**src/hdl/csc_pkg.sv**
```systemverilog
// ----------------------------------------------------------------------------
// csc_pkg
// Shared widths, constants and payload types of the capsule clearance check.
// ----------------------------------------------------------------------------
package csc_pkg;

    localparam int COORD_W = 32;
    localparam int DIFF_W  = COORD_W + 1;
    localparam int RAD_W   = 28;
    localparam int CLR_W   = 24;
    localparam int DIST_W  = 33;
    localparam int GAP_W   = 33;
    localparam int PROD_W  = 2 * DIFF_W;
    localparam int LEN_W   = 2 * COORD_W + 1;
    localparam int SQ_W    = LEN_W + 2;

    // lane latency beyond the divider stages: mul, sum, select/mul, offset,
    // square, sum, then one stage per root bit
    localparam int LANE_FIXED = 6 + DIST_W;

    localparam logic [CLR_W-1:0] GLOBAL_RESET = CLR_W'(200000);

    typedef struct packed {
        logic signed [DIFF_W-1:0] d1_x;
        logic signed [DIFF_W-1:0] d1_y;
        logic signed [DIFF_W-1:0] d2_x;
        logic signed [DIFF_W-1:0] d2_y;
        logic signed [DIFF_W-1:0] w0_x;
        logic signed [DIFF_W-1:0] w0_y;
        logic signed [DIFF_W-1:0] w1_x;
        logic signed [DIFF_W-1:0] w1_y;
        logic signed [DIFF_W-1:0] w3_x;
        logic signed [DIFF_W-1:0] w3_y;
        logic [RAD_W-1:0]         r1;
        logic [RAD_W-1:0]         r2;
        logic [CLR_W-1:0]         eff;
    } t_item;

    typedef struct packed {
        logic [CLR_W-1:0] eff;
        logic [RAD_W-1:0] r1;
        logic [RAD_W-1:0] r2;
        logic             crossed;
    } t_side;

    typedef struct packed {
        logic             violation;
        logic [GAP_W-1:0] gap;
        logic [CLR_W-1:0] eff;
    } t_result;

endpackage

```
**src/hdl/csc_front.sv**
```systemverilog
// ----------------------------------------------------------------------------
// csc_front
// Input stage: takes a capsule pair, forms edge vectors, picks the clearance.
// ----------------------------------------------------------------------------
module csc_front (
    input  logic                                i_clk,
    input  logic                                i_rst_n,
    input  logic                                i_cfg_we,
    input  logic [csc_pkg::CLR_W-1:0]           i_cfg_wdata,
    input  logic                                i_push,
    output logic                                o_full,
    input  logic signed [csc_pkg::COORD_W-1:0]  i_a1_x,
    input  logic signed [csc_pkg::COORD_W-1:0]  i_a1_y,
    input  logic signed [csc_pkg::COORD_W-1:0]  i_b1_x,
    input  logic signed [csc_pkg::COORD_W-1:0]  i_b1_y,
    input  logic [csc_pkg::RAD_W-1:0]           i_r1,
    input  logic [csc_pkg::CLR_W-1:0]           i_c1,
    input  logic signed [csc_pkg::COORD_W-1:0]  i_a2_x,
    input  logic signed [csc_pkg::COORD_W-1:0]  i_a2_y,
    input  logic signed [csc_pkg::COORD_W-1:0]  i_b2_x,
    input  logic signed [csc_pkg::COORD_W-1:0]  i_b2_y,
    input  logic [csc_pkg::RAD_W-1:0]           i_r2,
    input  logic [csc_pkg::CLR_W-1:0]           i_c2,
    output csc_pkg::t_item                      o_item,
    output logic                                o_item_valid,
    input  logic                                i_item_full
);

    logic [csc_pkg::CLR_W-1:0] r_glob;
    logic                      r_fv;
    csc_pkg::t_item            r_item;
    csc_pkg::t_item            n_item;
    logic [csc_pkg::CLR_W-1:0] eff01;
    logic                      load;

    function automatic logic signed [csc_pkg::DIFF_W-1:0] sub(
        input logic signed [csc_pkg::COORD_W-1:0] a,
        input logic signed [csc_pkg::COORD_W-1:0] b
    );
        return csc_pkg::DIFF_W'(a) - csc_pkg::DIFF_W'(b);
    endfunction

    assign o_full       = r_fv && i_item_full;
    assign load         = i_push && !o_full;
    assign o_item_valid = r_fv;
    assign o_item       = r_item;

    always_comb begin
        eff01       = (i_c1 > r_glob) ? i_c1 : r_glob;
        n_item.eff  = (i_c2 > eff01) ? i_c2 : eff01;
        n_item.d1_x = sub(i_b1_x, i_a1_x);
        n_item.d1_y = sub(i_b1_y, i_a1_y);
        n_item.d2_x = sub(i_b2_x, i_a2_x);
        n_item.d2_y = sub(i_b2_y, i_a2_y);
        n_item.w0_x = sub(i_a1_x, i_a2_x);
        n_item.w0_y = sub(i_a1_y, i_a2_y);
        n_item.w1_x = sub(i_b1_x, i_a2_x);
        n_item.w1_y = sub(i_b1_y, i_a2_y);
        n_item.w3_x = sub(i_b2_x, i_a1_x);
        n_item.w3_y = sub(i_b2_y, i_a1_y);
        n_item.r1   = i_r1;
        n_item.r2   = i_r2;
    end

    always_ff @(posedge i_clk) begin
        if (!i_rst_n) begin
            r_glob <= csc_pkg::GLOBAL_RESET;
            r_fv   <= 1'b0;
        end else begin
            if (i_cfg_we) begin
                r_glob <= i_cfg_wdata;
            end
            if (load) begin
                r_fv <= 1'b1;
            end else if (!i_item_full) begin
                r_fv <= 1'b0;
            end
        end
    end

    always_ff @(posedge i_clk) begin
        if (load) begin
            r_item <= n_item;
        end
    end

endmodule

```
**config.mk**
```make
export PLATFORM = sky130hd
export DESIGN_NAME = csc_front
export DESIGN_NICKNAME = d
export VERILOG_FILES = /design/src/hdl/csc_pkg.sv /design/src/hdl/csc_front.sv
export SDC_FILE = /design/constraint.sdc
export NUM_CORES = 1
export LEC_CHECK = 0
export BUFFER_PORTS_ARGS = -buffer_cell sky130_fd_sc_hd__buf_4
export CORE_ASPECT_RATIO = 1.4
export CORE_MARGIN = 2
export CORE_UTILIZATION = 30
export CTS_CLUSTER_SIZE = 10
export DETAILED_ROUTE_END_ITERATION = 7
export SLEW_MARGIN = 5
export SYNTH_ARGS = -nofsm -noshare
export SYNTH_HDL_FRONTEND = slang
export SYNTH_SLANG_ARGS = --single-unit
export TNS_END_PERCENT = 50
```
**constraint.sdc**
```tcl
create_clock -name i_clk -period 28.3 [get_ports i_clk]
set_clock_uncertainty 0.2 [all_clocks]
set_input_delay 8.49 -clock i_clk [delete_from_list [all_inputs] [get_ports i_clk]]
set_output_delay 8.49 -clock i_clk [all_outputs]
set_load 0.05 [all_outputs]
```
# Word level (Yosys, flattened, before mapping)
# Index checks and enable logic that the tools add are counted.
[totals]
out_inout_bits = 412
regBits = 435
elab_cells = 35
in_bits = 389
[op_classes]
magnitude_cmp = 2
add_sub_neg = 10
n_eq_ne = 1
muxes = 4
n_reduce_logical = 3
[op_table]
columns = ["operator", "n"]
rows = [
  ["subtractor 32 x 32 -> 33 bit", 10],
  ["> comparator 24 bit", 2],
  ["two-way mux 24 bit", 2],
  ["logical AND 1 bit", 2],
  ["two-way mux 1 bit", 2],
  ["!= test 2 x 1 -> 1 bit, second input constant", 1],
  ["logical NOT 1 bit", 1],
]

# Depth between registers and ports, before layout
[depth]
word_depth = 4
ltp_mapped = 23
ltp_nobuf = 22

# Least setup slack after synthesis
# OpenSTA, ideal clock, no wires.
[synth_path]
kind = "input -> register"
startpoint = "input i_item_full"
endpoint = "register r_item, in the netlist o_item[0], enable pin"
stages = 2
setup_time_ps = 1230
path_buffers = 0
path_slack_ps = 153
t_arrival_ps = 26717
required_time_ps = 26870
path_cell_list = "and2_1 nor2b_1"
[synth_via]
elab_chain_cells = 3
[synth_rtl]
columns = ["item", "line", "rtl"]
rows = [
  ["start: declaration", "csc_front.sv:26", "input logic i_item_full"],
  ["logical AND 1 bit", "csc_front.sv:43", "assign o_full = r_fv && i_item_full;"],
  ["logical NOT 1 bit", "csc_front.sv:44", "assign load = i_push && !o_full;"],
  ["logical AND 1 bit", "csc_front.sv:44", ""],
  ["named net load", "csc_front.sv:34", "logic load;"],
  ["end signal: assignment", "csc_front.sv:83", "r_item <= n_item;"],
  ["end: declaration", "csc_front.sv:31", "csc_pkg::t_item r_item;"],
]
# The timed path passes the listed nets, and every way through them passes these cells.
# A chain may end at the register's enable or synchronous reset.

# Worst setup path in the final report
[layout_path]
startpoint = "input i_item_full"
endpoint = "output o_full"
[layout_via]
elab_chain_cells = 1
[layout_rtl]
columns = ["item", "line", "rtl"]
rows = [
  ["logical AND 1 bit", "csc_front.sv:43", ""],
  ["end: declaration", "csc_front.sv:11", "output logic o_full,"],
]
# Every way passes these cells.

==> results.md <==
* Avg Cell Area, Syn at 10.2 um^2
* Share of cells above drive strength 1 at 0.234
* Final Net Count at approximately 4600
* Peak supply drop at 0.0000473 V
* Wire per inst at 22.1 um
* Post-Route M1 WL at 45.5 mm
* Num rows at 139
* Total number of vias at 26700
* Tot GR Track Use at 0.208
* RSZ-0062 raised after global routing: no
* Initial antenna violation count at 18
* Postcts setup bufs at 0
* First drt pass iteration count at 5
* Max cap viols at 0
* Final Wtd Congestion at 0.953
* Final Hold Viols at 0
* DR vias/cell at 5.08
* Clock root cell: clkbuf_16
* Element type at the critical path end: output pin
* Synth unique cells at 91
* CTS resizes at 0
* Area share of the largest cell type after synthesis at 0.395
* Number of I/O pins at between 800 and 900
* First-pass GRT wire length at 166 mm
* Sequential share of the synthesized area at 0.411
* Syn Std Cell Area at 31200 um^2
* Slew @ Worst Pin at 1.06 ns
* Leakage at 18.3 nW
* Synth Instances at 3051
* Pre-CTS setup slack at 10.61 ns
* Die ar. at between 100000 and 150000 um^2
* Synth-to-layout area growth at 29.6%
* Number of DRC markers in iteration 0 at 1959
* Outcome: finished clean
* Worst Setup Slack, final at 10.61 ns
* Crit path largest cell delay at about 0.23 ns
* Prevailing post-synth register cell: edfxtp_1
* Setup_tns at 0 ns
* Synth area leaders: edfxtp_1 (40%), ha_1 (15%), xnor2_1 (5.1%), a21oi_1 (4.3%), a21o_1 (3.9%)
* PortBufs at 800
* Overflow after GRT at 0
* Mapped Nets at 3818
* Final setup vio count at 0
* Period utilization at 0.625
* Slowest CP cell: buf_4
* Die X at approximately 280 um
* Ys Warns at 0
* Cts hold-fix bufs at 0
* Critical path arrival at 9.00 ns
* Number of H-tree branching levels at 2
* Clock-pin slew on the worst setup and hold paths at 0.06 ns
* Maximum clock frequency at 56.5 MHz
* Ys async rst share at 0
* CTS tree: done
* Post-DRT Antenna Nets at 0
* CTS buffer count at 54
* # DRC at 0
* Clock Tree Buf Depth at 3
* Vias in the first global route at roughly 26000
* Worst hold path type: reg -> reg
* Crit-path max FO at 3
* Worst slew margin at 0.296
* Worst skew pair latency at a little over 0.6 ns
* Clk sinks at 435
* Setup CP Type: in -> out
* Initial Util at 0.303
* Worst Path Required at a little under 20 ns
* Crit-path cells: buf_4, and2_1, buf_4
* Post-synth EDFFs at 410
* Min cycle time layout at 17.69 ns
* Max layer used: met5
* Cell Pwr Density at 59.4 nW/um^2
* Die height at 385 um
* Element type at the critical path start: input port
* Hpwl dp at 96.2 mm
* Synthesized flop and latch total at 435
* Metal2 WL at 55.3 mm
* Wire length on met3 at 9.96 mm
* CP most frequent cell: buf_4
* Final Max Slew Viols at 0
* Post-Route WL at 116 mm
* Largest net degree at the start of global routing at between 70 and 80
* Core ar. at a little over 100000 um^2
* Cell taking the most area after synthesis: edfxtp_1
-- synth_stat cells (all sizes together) (76+ instances only) --
| library cell | number |
|---|---|
| a21oi | 271 |
| nand2 | 156 |
| edfxtp | 410 |
| xnor2 | 183 |
| nor2 | 161 |
| ha | 368 |
| a21o | 163 |
| xor2 | 78 |
| nor2b | 76 |
| o21ai | 172 |
| inv | 272 |
-- layout by cell type, fill, tap and decap left out, types with 25 or more instances in the layout --
cell type	synthesis	routed
a211oi_1	25	25
a21o_1	163	163
a21oi_1	270	270
a31oi_1	31	30
and3_1	32	32
buf_4	0	811
clkbuf_16	0	55
dfxtp_1	25	25
edfxtp_1	410	410
ha_1	368	368
inv_1	272	272
mux2i_1	66	66
nand2_1	156	156
nand2b_1	54	54
nand3_1	63	63
nand4_1	34	34
nor2_1	161	161
nor2b_1	76	75
nor3_1	43	43
o21a_1	61	61
o21ai_0	159	159
o21bai_1	33	33
xnor2_1	183	183
xor2_1	78	78
-- per-stage QoR --
| step | utilization | hold WS [ns] | instance area, um^2 | power (mW) | std cells |
|---|---|---|---|---|---|
| after floorplan | - | 0.273 | 31200 | 1.48 | 3051 |
| after global placement | 0.377 | 0.295 | 38800 | 1.76 | 5160 |
| after detailed placement | 0.377 | 0.303 | 38800 | 1.76 | 5160 |
| after CTS | 0.393 | 0.313 | 40300 | 2.42 | 5249 |
| after global routing | 0.393 | 0.341 | 40400 | 2.51 | 5258 |
| final | 0.393 | 0.313 | 40400 | 2.40 | 5260 |
-- layout make-up --
| class | count | area, um^2 |
|---|---|---|
| Fill cell | 10294 | 62400 |
| Multi-Input combinational cell | 2303 | 17200 |
| Sequential cell | 435 | 12800 |
| Timing Repair Buffer | 811 | 6090 |
| Tap cell | 1339 | 1680 |
| Clock buffer | 76 | 1470 |
| Inverter | 272 | 1020 |
| Clock inverter | 13 | 91.3 |
| Antenna cell | 11 | 27.5 |
-- registers in the layout (all words and copies together) (netlist names) --
register      cells
o_item          410
r_glob           24
o_item_valid      1
-- routing by layer --
metal,up-vias,global-route usage
li1,12979,-
met1,12511,0.237
met2,986,0.354
met3,210,0.0672
met4,14,0.0953
met5,-,0
-- logic make-up after synthesis --
family                     Yosys count  synth area share
adders and majority gates          378             0.154
AOI/OAI and AO/OA                  913             0.191
xor gates and xnor gates           261            0.0734
and+or+nand+nor                    683             0.110
muxes                               68            0.0219
DFF                                435             0.411
buffers and inverters              313            0.0379
-- final timing paths --
check,cells after the start,endpoint,from,slack (ns)
setup reg to reg,23,o_item[0],r_glob[9],22.51
hold / removal,2,r_glob[17],r_glob[17],0.31
setup / recovery,3,o_full,i_item_full,10.61
hold reg to reg,2,r_glob[17],r_glob[17],0.31
-- where the power goes --
part | switching (mW) | leakage, nW | internal [mW]
clock network | 0.284 | 0.757 | 0.364
logic | 0.593 | 13.4 | 0.313
registers | 0.0335 | 4.17 | 0.812
total | 0.910 | 18.3 | 1.49
-- worst max-delay path, delay by kind of cell --
family | cells | cell delay [ns]
and+or+nand+nor | 1 | 0.21
buffers and inverters | 2 | 0.30
Note: power is estimated with default switching activity, not from simulation.
