**src/hdl/csc_fifo2.sv**
```systemverilog
// ----------------------------------------------------------------------------
// csc_fifo2
// Two-entry queue; sustains one transfer per cycle on both sides, but a push is refused while full, even beside a pop.
// ----------------------------------------------------------------------------
module csc_fifo2 #(
    parameter int WIDTH = 8
) (
    input  logic             i_clk,
    input  logic             i_rst_n,
    input  logic             i_push,
    input  logic [WIDTH-1:0] i_data,
    output logic             o_full,
    input  logic             i_pop,
    output logic [WIDTH-1:0] o_data,
    output logic             o_empty
);

    logic [WIDTH-1:0] r_mem [2];
    logic             r_wr_ptr;
    logic             r_rd_ptr;
    logic [1:0]       r_count;
    logic             wr;
    logic             rd;

    assign o_full  = (r_count == 2'd2);
    assign o_empty = (r_count == 2'd0);
    assign wr      = i_push && !o_full;
    assign rd      = i_pop && !o_empty;
    assign o_data  = r_mem[r_rd_ptr];

    always_ff @(posedge i_clk) begin
        if (!i_rst_n) begin
            r_wr_ptr <= 1'b0;
            r_rd_ptr <= 1'b0;
            r_count  <= 2'd0;
        end else begin
            if (wr) begin
                r_wr_ptr <= !r_wr_ptr;
            end
            if (rd) begin
                r_rd_ptr <= !r_rd_ptr;
            end
            if (wr && !rd) begin
                r_count <= r_count + 2'd1;
            end else if (rd && !wr) begin
                r_count <= r_count - 2'd1;
            end
        end
    end

    always_ff @(posedge i_clk) begin
        if (wr) begin
            r_mem[r_wr_ptr] <= i_data;
        end
    end

endmodule

```
**config.mk**
```make
export PLATFORM = sky130hd
export DESIGN_NAME = csc_fifo2
export DESIGN_NICKNAME = d
export VERILOG_FILES = /design/src/hdl/csc_fifo2.sv
export SDC_FILE = /design/constraint.sdc
export NUM_CORES = 1
export LEC_CHECK = 0
export BUFFER_PORTS_ARGS = -buffer_cell sky130_fd_sc_hd__buf_4
export CAP_MARGIN = 5
export CORE_MARGIN = 1.5
export CORE_UTILIZATION = 40
export CTS_CLUSTER_DIAMETER = 30
export DETAILED_ROUTE_END_ITERATION = 10
export PLACE_DENSITY = 0.62
export SYNTH_ARGS = -nofsm -noshare
export SYNTH_HDL_FRONTEND = slang
export SYNTH_SLANG_ARGS = --single-unit
export TNS_END_PERCENT = 10
```
**constraint.sdc**
```tcl
create_clock -name i_clk -period 1.95 [get_ports i_clk]
set_input_delay 0 -clock i_clk [delete_from_list [all_inputs] [get_ports i_clk]]
set_output_delay 0 -clock i_clk [all_outputs]
set_load 0.05 [all_outputs]
```
**Word level (Yosys, flattened, before mapping)**

Memory sizes are Yosys's and may differ from the RTL's. A register that Yosys moved wholly into a read port is not among the register bits.
Cells that the tools add are included.

- $add $sub $neg: 2
- Equality and inequality tests: 1
- Mux-type cells: 6
- Reduce and logical (&&, ||, !) cells: 12

Operators by type and width:

| cell | number |
|---|---|
| logical NOT 1 bit | 6 |
| logical AND 1 bit | 4 |
| 2-to-1 mux 1 bit | 4 |
| 2-to-1 mux 2 bit | 2 |
| adder 2 x 1 -> 2 bit (second input constant) | 1 |
| equality test 2 bit (second input constant) | 1 |
| logical NOT 2 bit | 1 |
| nonzero test 2 bit | 1 |
| subtractor 2 x 1 -> 2 bit (second input constant) | 1 |

- Register bits after elaboration: 4
- RAM bits: 16
- Bits of input ports: 12
- Memories kept: 1

Memories:

| name | depth | bits a word | rd ports | clocked after memory_dff | write ports | RTL line | text |
|---|---|---|---|---|---|---|---|
| r_mem | 2 | 8 | 1 | 1 | 1 | 18 | `logic [WIDTH-1:0] r_mem [2];` |

**Longest topological paths before layout**

Gate-level depths: netlist of run 1.

- Word-level depth: 7
- Gate-level depth with buffers: 7
- Gate-level depth less buffers: 7

**Worst setup path before layout of run 1**

No wires, ideal clock.

- Kind: register to register
- From: reg r_count[0]
- To: reg r_count[1]
- Arrival time: 1.743 ns
- Slack: 0.138 ns
- Stages on the path, launching flop included: 7
- Buffers on the path: 0
- Clock period less this slack: 1.812 ns
- Cell sequence: dfxtp_1 -> nand2b_1 -> inv_1 -> nor2_1 -> ha_1 -> or3_1 -> a21oi_1

- Word-level cells in the longest chain between the ends: 6

RTL lines:

| element | RTL line | text |
|---|---|---|
| start, declared | 21 | `logic [1:0] r_count;` |
| start signal, assigned | 44 | `r_count <= r_count + 2'd1;` |
| start signal, assigned | 46 | `r_count <= r_count - 2'd1;` |
| equality test 2 bit * | 25 | `assign o_full = (r_count == 2'd2);` |
| net o_full | 12 | `output logic o_full,` |
| logical NOT 1 bit * | 27 | `assign wr = i_push && !o_full;` |
| logical AND 1 bit * | 27 |  |
| net wr | 22 | `logic wr;` |
| logical NOT 1 bit | 45 | `end else if (rd && !wr) begin` |
| logical AND 1 bit | 45 |  |
| nonzero test 2 bit (no line) | n/a |  |

The timed path passes the listed nets; every way through them passes the cells marked *. The select of a mux whose other input is x is not followed.
A chain may end at the register's enable or synchronous reset.

**Worst setup path after layout of run 1**

- From: reg r_count[0]
- To: reg r_count[1]

- Word-level cells in the longest chain between the ends: 6

RTL lines:

| element | RTL line |
|---|---|
| equality test 2 bit * | 25 |
| logical NOT 1 bit * | 27 |
| logical AND 1 bit * | 27 |
| net wr | 22 |
| logical NOT 1 bit | 45 |
| logical AND 1 bit | 45 |
| nonzero test 2 bit (no line) | n/a |

Marks and branches as above.

==> results of run 1 <==
[placed cells by master (no fill, tap or decap), drive strengths merged]
cell / n
nor3: 1
nor2: 5
xor2: 3
and3: 1
or3: 1
o21a: 1
a21boi: 1
inv: 3
mux2: 8
buf: 22
nand2b: 1
dlygate4sd3: 9
clkbuf: 4
a21oi: 1
edfxtp: 16
o21ai: 2
ha: 1
dfxtp: 5
[logic make-up (layout without fill, tap and decap cells)]
| logic type | count (synthesis) | count (layout) | synth area share (%) |
|---|---|---|---|
| fa+ha+maj | 1 | 1 | 1.557 |
| xor+xnor | 3 | 3 | 3.272 |
| mux | 8 | 8 | 11.22 |
| buf+inv | 4 | 38 | 2.024 |
| compound gates | 5 | 5 | 3.738 |
| simple gates | 9 | 9 | 5.921 |
| flops | 21 | 21 | 72.27 |
[cell usage after synthesis, drive strengths merged]
cell,instances
o21ai,2
a21oi,1
a21boi,1
o21a,1
dfxtp,5
inv,3
nand2b,1
edfxtp,16
nor3,1
or3,1
mux2,8
ha,1
nor2,5
xor2,3
buf,1
and3,1
[worst max-delay path by stage]
stage               start    endpoint  slack, ns  depth (start not counted)
6_report       r_count[0]  r_count[1]       0.35                          6
5_1_grt        r_count[0]  r_count[1]       0.23                          6
4_1_cts        r_count[0]  r_count[1]       0.34                          6
3_5_place_dp   r_count[0]  r_count[1]       0.36                          6
3_3_place_gp   r_count[0]  r_count[1]       0.42                          6
2_1_floorplan  r_count[0]  r_count[1]       0.14                          6
[registers in the layout, summed over array words and instances (netlist names), named ones only]
name      flops
r_count       2
r_wr_ptr      1
r_mem        16
r_rd_ptr      1
[critical path, delay by kind of cell (launching register included)]
family	cells	cell delay (ns)
buf+inv	1	0.11
simple gates	3	0.60
compound gates	1	0.15
flops	1	0.37
fa+ha+maj	1	0.32
[final cells by class]
| type | count | area [um2] |
|---|---|---|
| clock buffer | 4 | 26.28 |
| fill | 168 | 808.3 |
| inverter | 3 | 11.26 |
| multi-input combinational | 26 | 206.4 |
| sequential | 21 | 580.6 |
| tap | 27 | 33.78 |
| timing repair buffer | 31 | 255.2 |
[stage by stage]
stage          hold slack [ns]  worst slack (ns)  cell area, um2
2_1_floorplan          0.09887            0.1377           803.3
3_3_place_gp            0.1860            0.4161           997.2
3_5_place_dp            0.1873            0.3647           997.2
4_1_cts                0.04671            0.3420            1114
5_1_grt                0.06526            0.2309            1114
6_report               0.05101            0.3528            1114
[metal layers]
| metal | part of all wire, % | up-vias |
|---|---|---|
| li1 | - | 253 |
| met1 | 42 | 229 |
| met2 | 52 | 12 |
| met3 | 4.9 | 2 |
| met4 | 0.92 | 0 |
| met5 | 0 | - |
[power by group]
group          internal [mW]  total (mW)  leakage, nW  switching [mW]
logic                  0.246       0.662        0.243           0.416
clock network         0.0794       0.198       0.0150           0.119
registers              0.571       0.627        0.191          0.0563
total                  0.896        1.49        0.449           0.591
[timing repair]
item,CTS,global route
gates resized for setup,0,0
hold buffers,9,0
endpoints found under the hold margin,20,0
==> results.md, run 1 <==
* Status: finished, final reports clean
* Die height at 47.81 um
* Hold Path Stages at 3
* # rows at 16
* Buffers on Ports at 21
* Initial antenna violation count at 0
* Worst skew pair latency at 0.29 ns
* GRT Overall Usage at 12.30%
* FF-to-FF Start: r_count[0]
* Peak VDD IR at 788.9 uV
* Hold endpoint: r_wr_ptr
* Clock-pin slew of the registers on the worst-case setup and hold paths at 0.11 ns
* Endpoints failing setup at 0
* PD cells at 1336 nW/um2
* Synthesized area at 803.3 um2
* Synthesized net count at 64
* RSZ-0062 raised after global routing: false
* CTS root buffer: clkbuf_4
* Largest net degree at the start of global routing at 12
* Setup Skew at 0.004593 ns
* Final antenna-violating net count at 0
* Yosys warns at 0
* Placed cells at 99
* Routed wire length per instance at 10.66 um
* Met3 usage at 3.774%
* Min Tclk post-route at 1.597 ns
* Ranking of synthesized cells by area: edfxtp_1 (60%), dfxtp_1 (12%), mux2_2 (11%), xor2_1 (3.3%), nor2_1 (2.3%)
* Post-Route WL at 1.194 mm
* Final core utilization at 57.94%
* Final hold vios at 0
* Worst setup EP type: flop
* Synth top area share at 59.81%
* Maximum fanout along the worst path at 5
* Post-synth cell types at 16
* Crit Path Category: reg2reg
* Synth area leader: edfxtp_1
* Tot Pwr at 1.487 mW
* Diode count at 0
* Min-Delay Startpoint: i_push
* Max-Cap Viols at 0
* Grt ovf at 0
* Reg2reg setup slack at 0.35 ns
* Max H-tree Level at 1
* Die Wd at 47.81 um
* Leakage at 0.4487 nW
* Routed vias at 496
* Worst path max stage delay at 0.37 ns
* CTS tree: yes
* Final layout net count at 99
* Met2 Track Usage GR at 20.00%
* Crit path DAT at 1.83 ns
* Slowest cell on crit path: dfxtp_1
* Number of global-route vias before repair at 470
* WP data required at 2.18 ns
* Clock buffer depth at 2
* Core ar. at 1922 um2
* Starting Density at 41.80%
* Startpoint types: flop
* First drt pass iteration count at 2
* DR vias/cell at 4.429
* Finished Layout Cells at 112
* Busiest layer in global routing: met2
* Residual DRC at 0
* Fmax at 0.6261 GHz
* First-pass GRT wire length at 1.856 mm
* Ports at 22
* Setup repair bufs after CTS at 0
* Final RePlAce weighted congestion at 0.6159
* Max Slew Vio Count at 0
* Die Area at 2286 um2
* Setup TNS at 0 ns
* Final worst path period share at 81.91%
* Reg2Reg Capture Point: r_count[1]
* Sequential share of the synthesized area at 72.27%
* CTS Sinks at 21
* Initial drt markers at 4
* Area delta synth->final at 38.63%
* Avg Cell Area, Syn at 15.75 um2
* Mapped Cells at 51
* Fraction of layout cells with a size suffix above 1 at 40.00%
* Cts bufs inserted at 3
* Slew @ Worst Pin at 0.4052 ns
* #FFs+latches synth at 21
* Worst reg2reg path depth at 6
* Met1 Usage GRT at 14.60%
* Dpl hpwl at 854.4 um
* Ordered list of cells on the worst path: nand2b_1 -> inv_1 -> nor2_1 -> ha_1 -> or3_1 -> a21oi_1
* Hold crit path type: in2reg
* Relative slew slack at 72.98%
Note: power is estimated with default switching activity, not from simulation.
==> inputs of run 2 (changes only) <==
==> constraint.sdc (replaced) <==
create_clock -name i_clk -period 1.6 [get_ports i_clk]
set_input_delay 0 -clock i_clk [delete_from_list [all_inputs] [get_ports i_clk]]
set_output_delay 0 -clock i_clk [all_outputs]
set_load 0.05 [all_outputs]
==> run 2 against run 1 <==
Effect of this change:
- combinational power is 33% higher
- critical path type unchanged
- core utilization grew 2.3 points
- count of clock-buffer cells in the layout did not move
- critical endpoint unchanged
- first-iteration DRC count increased by 25%
- critical path depth grew 1
- maximum frequency is 6.8% higher
- power is 28% higher
- via count increased by 3.0%
- final area up 3.9%
==> results.md, run 2 (synthesis results as in run 1) <==
* Clock buffer depth at 2 (unchanged)
* Core ar. at 1922 um2 (unchanged)
* Final hold vios at 0 (unchanged)
* Worst setup EP type: flop
* Starting Density at 41.80% (unchanged)
* Area occupied by multi-input gates at 219.0 um2 (+6.1%)
* Relative slew slack at 74.22% (+1.2 points)
* CTS Sinks at 21 (unchanged)
* Max H-tree Level at 1 (unchanged)
* Fraction of layout cells with a size suffix above 1 at 48.86% (+8.9 points)
* Gate power share at 46.3% (+1.8 points)
* CP Buf/Inv Count at 1 (unchanged)
* Slowest cell on crit path: dfxtp_4
* Register Area at 585.6 um2 (+0.86%)
* Max Slew Vio Count at 0 (unchanged)
* Routed vias at 511 (+3.0%)
* Sw Share at 39.21% (-0.54 points)
* Worst skew pair latency at 0.29 ns (about the same)
* Startpoint types: flop
* Clock-pin slew of the registers on the worst-case setup and hold paths at 0.11 ns (about the same)
* Most frequent cells in the layout: buf_4 (25), edfxtp_1 (16), dlygate4sd3_1 (9)
* Design area at 1157 um2 (+3.9%)
* Die Area at 2286 um2 (unchanged)
* Final RePlAce weighted congestion at 0.6738 (+9.4%)
* Residual DRC at 0 (unchanged)
* Die height at 47.81 um (unchanged)
* GRT Overall Usage at 12.56% (+0.25 points)
* Most common cell after layout, fill and taps aside: buf_4
* # rows at 16 (unchanged)
* Crit Path Category: reg2reg
* First drt pass iteration count at 2 (unchanged)
* Worst path max stage delay at 0.37 ns (about the same)
* CTS tree: yes
* Critical path's top delay family: simple AND/OR/NAND/NOR gates
* Ports at 22 (unchanged)
* WP data required at 1.83 ns (-0.35 ns)
* Pint at 1.155 mW (+29%)
* Buffers on Ports at 21 (unchanged)
* Fill count at 166 (-1.2%)
* Final layout net count at 102 (+3.0%)
* Cts bufs inserted at 3 (unchanged)
* Top reg by flops: r_mem
* RSZ-0062 raised after global routing: false
* Switching pwr at 744.9 uW (+26%)
* Reg2reg setup slack at 0.10 ns (-0.25 ns)
* Diode count at 0 (unchanged)
* Slew @ Worst Pin at 0.3861 ns (-0.01910 ns)
* Leakage at 0.4585 nW (+2.2%)
* CTS root buffer: clkbuf_4
* Setup Skew at 0.005480 ns (+0.0008873 ns)
* Initial drt markers at 5 (+1)
* Die Wd at 47.81 um (unchanged)
* Final worst path period share at 93.49% (+12 points)
* Hold crit path type: in2reg
* Fmax at 0.6685 GHz (+6.8%)
* Maximum fanout along the worst path at 4 (-1)
* Routed wire length per instance at 10.58 um (-0.73%)
* Number of flip-flops in the largest register at 16 (unchanged)
* Crit path DAT at 1.72 ns (-0.11 ns)
* Ordered list of cells on the worst path: nand2b_4 -> clkinvlp_4 -> nor2_2 -> ha_2 -> xor2_1 -> or3_1 -> a21oi_1
* Min Tclk post-route at 1.496 ns (-0.1014 ns)
* Register share of total power at 41.2% (-1.0 points)
* Status: finished, final reports clean
* Clock power share at 12.5% (-0.8 points)
* Number of global-route vias before repair at 460 (-2.1%)
* Initial antenna violation count at 0 (unchanged)
* Grt ovf at 0 (unchanged)
* Final core utilization at 60.22% (+2.3 points)
* Endpoints failing setup at 0 (unchanged)
* Dpl hpwl at 826.8 um (-3.2%)
* Dpl cell area at 1010 um2 (+1.3%)
* DR vias/cell at 4.443 (+0.34%)
* First-pass GRT wire length at 1.849 mm (-0.38%)
* Largest net degree at the start of global routing at 12 (unchanged)
* Post-Route WL at 1.217 mm (+1.9%)
* Area delta synth->final at 44.08%
* PD cells at 1641 nW/um2 (+23%)
* Max-Cap Viols at 0 (unchanged)
* Final antenna-violating net count at 0 (unchanged)
* Peak VDD IR at 1018 uV (+29%)
* Biggest regs: r_mem x16, r_count x2
## run 2: cell types whose count changed in the layout (fill, tap and decap cells not counted), sizes merged
cell      change
clkinvlp      +1
buf           +3
inv           -1
## run 2: worst paths after layout
path / cells past startpoint / start / end
worst max-delay path: 7 / r_count[0] / r_count[1]
worst min-delay path: 3 / i_push / r_wr_ptr
worst max register to register: 7 / r_count[0] / r_count[1]
worst min register to register: 2 / r_rd_ptr / flop
## run 2: metal layers
layer,wire length (um),up-vias,track usage [%]
li1,-,257,-
met1,517,238,14.43
met2,618,14,19.47
met3,70,2,4.906
met4,11,0,8.108
met5,0,-,0
## run 2: timing repair
item	4_1_cts	5_1_grt
buffers inserted	0	3
gates resized for setup	0	5
hold buffers	9	0
setup endpoints to repair	0	1
hold endpoints to repair	21	0
## run 2: area by class of cell
type,instances,share of cell area (%)
Multi-Input combinational cell,26,18.92
Sequential cell,21,50.59
Inverter,3,1.297
Tap cell,27,2.919
Timing Repair Buffer,34,24.00
Clock buffer,4,2.270
## run 2: tightest hold or removal path, cell delays in order
cell and delay (ns):
buf_4 0.09, a21boi_0 0.07, o21a_1 0.15
## run 2: metrics by stage
step | hold slack, ns | setup slack, ns | setup TNS, ns | instances | power [mW]
2_1_floorplan | 0.09887 | -0.06526 | -0.06526 | 51 | 1.385
6_report | 0.05261 | 0.1042 | 0 | 115 | 1.900
5_1_grt | 0.06358 | 0.002066 | 0 | 115 | 2.013
4_1_cts | 0.04044 | 0.03630 | 0 | 112 | 1.861
3_3_place_gp | 0.1848 | 0.1036 | 0 | 99 | 1.594
3_5_place_dp | 0.1878 | 0.05862 | 0 | 99 | 1.605
## run 2: power by group through the flow
| stage | Combinational [mW] | Sequential [mW] | Clock [mW] |
|---|---|---|---|
| after floorplan | 0.634 | 0.751 | 0 |
| after global placement | 0.808 | 0.786 | 0 |
| after detailed placement | 0.814 | 0.792 | 0 |
| after CTS | 0.833 | 0.781 | 0.247 |
| after global routing | 0.938 | 0.798 | 0.277 |
| final | 0.880 | 0.782 | 0.238 |
==> inputs of run 3 (changes only) <==
--- a/config.mk
+++ b/config.mk
@@ -7,11 +7,13 @@
 export LEC_CHECK = 0
 export BUFFER_PORTS_ARGS = -buffer_cell sky130_fd_sc_hd__buf_4
 export CAP_MARGIN = 5
+export CELL_PAD_IN_SITES_DETAIL_PLACEMENT = 1
+export CELL_PAD_IN_SITES_GLOBAL_PLACEMENT = 2
 export CORE_MARGIN = 1.5
-export CORE_UTILIZATION = 40
+export CORE_UTILIZATION = 33
 export CTS_CLUSTER_DIAMETER = 30
 export DETAILED_ROUTE_END_ITERATION = 10
-export PLACE_DENSITY = 0.62
+export PLACE_DENSITY = 0.72
 export SYNTH_ARGS = -nofsm -noshare
 export SYNTH_HDL_FRONTEND = slang
 export SYNTH_SLANG_ARGS = --single-unit
==> run 3 against run 2 <==
Effect of this change:
- non-clock buffer count unchanged
- via count unchanged
- first-iteration DRC count down 40%
- clock power up 2%
- critical path type unchanged
- sequential share of layout area fell by 0.54 points
- clock skew is 0.0028 ns lower
- global-route usage hardly changed
==> results.md, run 3 (synthesis results as in run 1) <==
* Status: finished, final reports clean
* CTS root buffer: clkbuf_4
* Routed vias at 511 (unchanged)
* Number of flip-flops in the largest register at 16 (unchanged)
* Routed wire length per instance at 12.54 um (+19%)
* Clock buffer depth at 2 (unchanged)
* Largest net degree at the start of global routing at 13 (+1)
* Placed cells at 100 (+1.0%)
* Sw Share at 39.79% (+0.58 points)
* First-pass GRT wire length at 2.339 mm (+27%)
* Biggest regs: r_mem x16, r_count x2
* Buffers on Ports at 21 (unchanged)
* CP Buf/Inv Count at 1 (unchanged)
* Worst setup path endpoint: r_count[1]
* Grt ovf at 0 (unchanged)
* Relative slew slack at 73.47% (-0.75 points)
* Min Tclk post-route at 1.527 ns (+0.03071 ns)
* Final antenna-violating net count at 0 (unchanged)
* Pint at 1.164 mW (+0.77%)
* Die Area at 2739 um2 (+20%)
* Endpoints failing setup at 0 (unchanged)
* Max-Cap Viols at 0 (unchanged)
* Finished Layout Cells at 116 (+0.87%)
* Fraction of layout cells with a size suffix above 1 at 50.00% (+1.1 points)
* Fill count at 248 (+49%)
* Max H-tree Level at 1 (unchanged)
* Leakage at 0.4623 nW (+0.83%)
* Worst path max stage delay at 0.39 ns (+0.02 ns)
* Final RePlAce weighted congestion at 0.6330 (-6.1%)
* Hold crit path type: in2reg
* Core ar. at 2255 um2 (+17%)
* FF-to-FF Start: r_count[0]
* Gate power share at 46.9% (+0.6 points)
* Most frequent cells in the layout: buf_4 (25), edfxtp_1 (16), dlygate4sd3_1 (9)
* Final layout net count at 102 (unchanged)
* Area delta synth->final at 45.64%
* Ports at 22 (unchanged)
* Number of global-route vias before repair at 544 (+18%)
* Maximum fanout along the worst path at 5 (+1)
* Dpl ws at 0.05946 ns (+0.0008403 ns)
* Worst reg2reg path depth at 6 (-1)
* GRT Overall Usage at 12.58% (+0.017 points)
* WP depth at 6 (-1)
* Switching pwr at 769.2 uW (+3.3%)
* Worst skew pair latency at 0.29 ns (about the same)
* Startpoint types: flop
* PD cells at 1652 nW/um2 (+0.65%)
* PnR worst setup slack at 0.07344 ns (-0.03071 ns)
* Final worst path period share at 95.41% (+1.9 points)
* Crit path DAT at 1.76 ns (+0.04 ns)
* Residual DRC at 0 (unchanged)
* Die height at 52.34 um (+9.5%)
* Clock power share at 12.6% (about the same)
* WP data required at 1.83 ns (about the same)
* Worst setup EP type: flop
* Initial antenna violation count at 0 (unchanged)
* Critical path's top delay family: simple AND/OR/NAND/NOR gates
* Reg2Reg Capture Point: r_count[1]
* CTS tree: yes
* Slew @ Worst Pin at 0.3980 ns (+0.01182 ns)
* Ordered list of cells on the worst path: nand2b_4 -> clkinvlp_4 -> nor2_2 -> ha_4 -> or3_1 -> a21oi_1
* # rows at 17 (+1)
* Initial drt markers at 3 (-2)
* First drt pass iteration count at 2 (unchanged)
* Die Wd at 52.34 um (+9.5%)
* Diode count at 0 (unchanged)
* Peak VDD IR at 856.1 uV (-16%)
* Post-Route WL at 1.455 mm (+20%)
* DR vias/cell at 4.405 (-0.86%)
* Setup TNS at 0 ns (unchanged)
* Max Slew Vio Count at 0 (unchanged)
* Crit Path Category: reg2reg
* Fmax at 0.6551 GHz (-2.0%)
* Setup Skew at 0.002713 ns (-0.002768 ns)
* Reg2reg setup slack at 0.07 ns (-0.03 ns)
* Starting Density at 35.63% (-6.2 points)
* Clock-pin slew of the registers on the worst-case setup and hold paths at 0.11 ns (about the same)
* Final hold vios at 0 (unchanged)
* CTS Sinks at 21 (unchanged)
* Final core utilization at 51.89% (-8.3 points)
* Min-Delay Startpoint: i_push
* Cts bufs inserted at 3 (unchanged)
* Slowest cell on crit path: dfxtp_4
* Top reg by flops: r_mem
* Crit path from: r_count[0]
* Register share of total power at 40.6% (-0.6 points)
* Most common cell after layout, fill and taps aside: buf_4
-- run 3: cell count changes in the layout (fill, tap and decap cells not counted) --
cell | before | now
ha_4 | 0 | 1
clkinv_2 | 0 | 1
clkbuf_1 | 1 | 0
ha_2 | 1 | 0
-- run 3: tightest hold or removal path, cell delays in order --
cell and delay [ns]:
buf_4 0.09, a21boi_0 0.07, o21a_1 0.16
-- run 3: layer usage --
| metal | vias to the layer above | wire length [um] | GRT usage, % |
|---|---|---|---|
| met5 | - | 0 | 0 |
| met4 | 0 | 10 | 6.410 |
| met3 | 2 | 64 | 3.429 |
| met2 | 12 | 797 | 22.29 |
| met1 | 240 | 584 | 13.52 |
| li1 | 257 | - | - |
-- run 3: stage by stage --
| stage | hold slack, ns | power, mW | cell area, um2 |
|---|---|---|---|
| floorplan | 0.09887 | 1.385 | 815.8 |
| CTS | 0.03937 | 1.887 | 1129 |
| global placement | 0.1848 | 1.602 | 1011 |
| finish | 0.05314 | 1.933 | 1170 |
| detailed placement | 0.1891 | 1.615 | 1011 |
| global route | 0.04795 | 2.059 | 1170 |
-- run 3: power by group through the flow --
stage	clock [mW]	sequential [mW]	combinational, mW
3_3_place_gp	0	0.788	0.814
4_1_cts	0.261	0.781	0.844
5_1_grt	0.278	0.808	0.974
6_report	0.243	0.784	0.906
3_5_place_dp	0	0.793	0.822
2_1_floorplan	0	0.751	0.634
-- run 3: worst min-delay path by stage --
stage,cells past startpoint,endpoint
2_1_floorplan,0,r_mem[0][0]
3_3_place_gp,1,r_mem[0][5]
3_5_place_dp,1,r_mem[1][1]
4_1_cts,3,r_wr_ptr
5_1_grt,3,r_wr_ptr
6_report,3,r_wr_ptr
-- run 3: cell type report --
class	count	area, um2	area share [%]
Sequential cell	21	585.6	50.05
Tap cell	28	35.03	2.995
Inverter	3	15.01	1.283
Clock buffer	3	22.52	1.925
Clock inverter	1	5.005	0.4278
Timing Repair Buffer	34	277.8	23.74
Multi-Input combinational cell	26	229.0	19.57
-- run 3: repair_timing --
| item | CTS | global route |
|---|---|---|
| endpoints found under the setup margin | 0 | 1 |
| gates resized for setup | 0 | 6 |
| endpoints found under the hold margin | 21 | 0 |
| setup buffers | 0 | 3 |
| hold buffers | 9 | 0 |
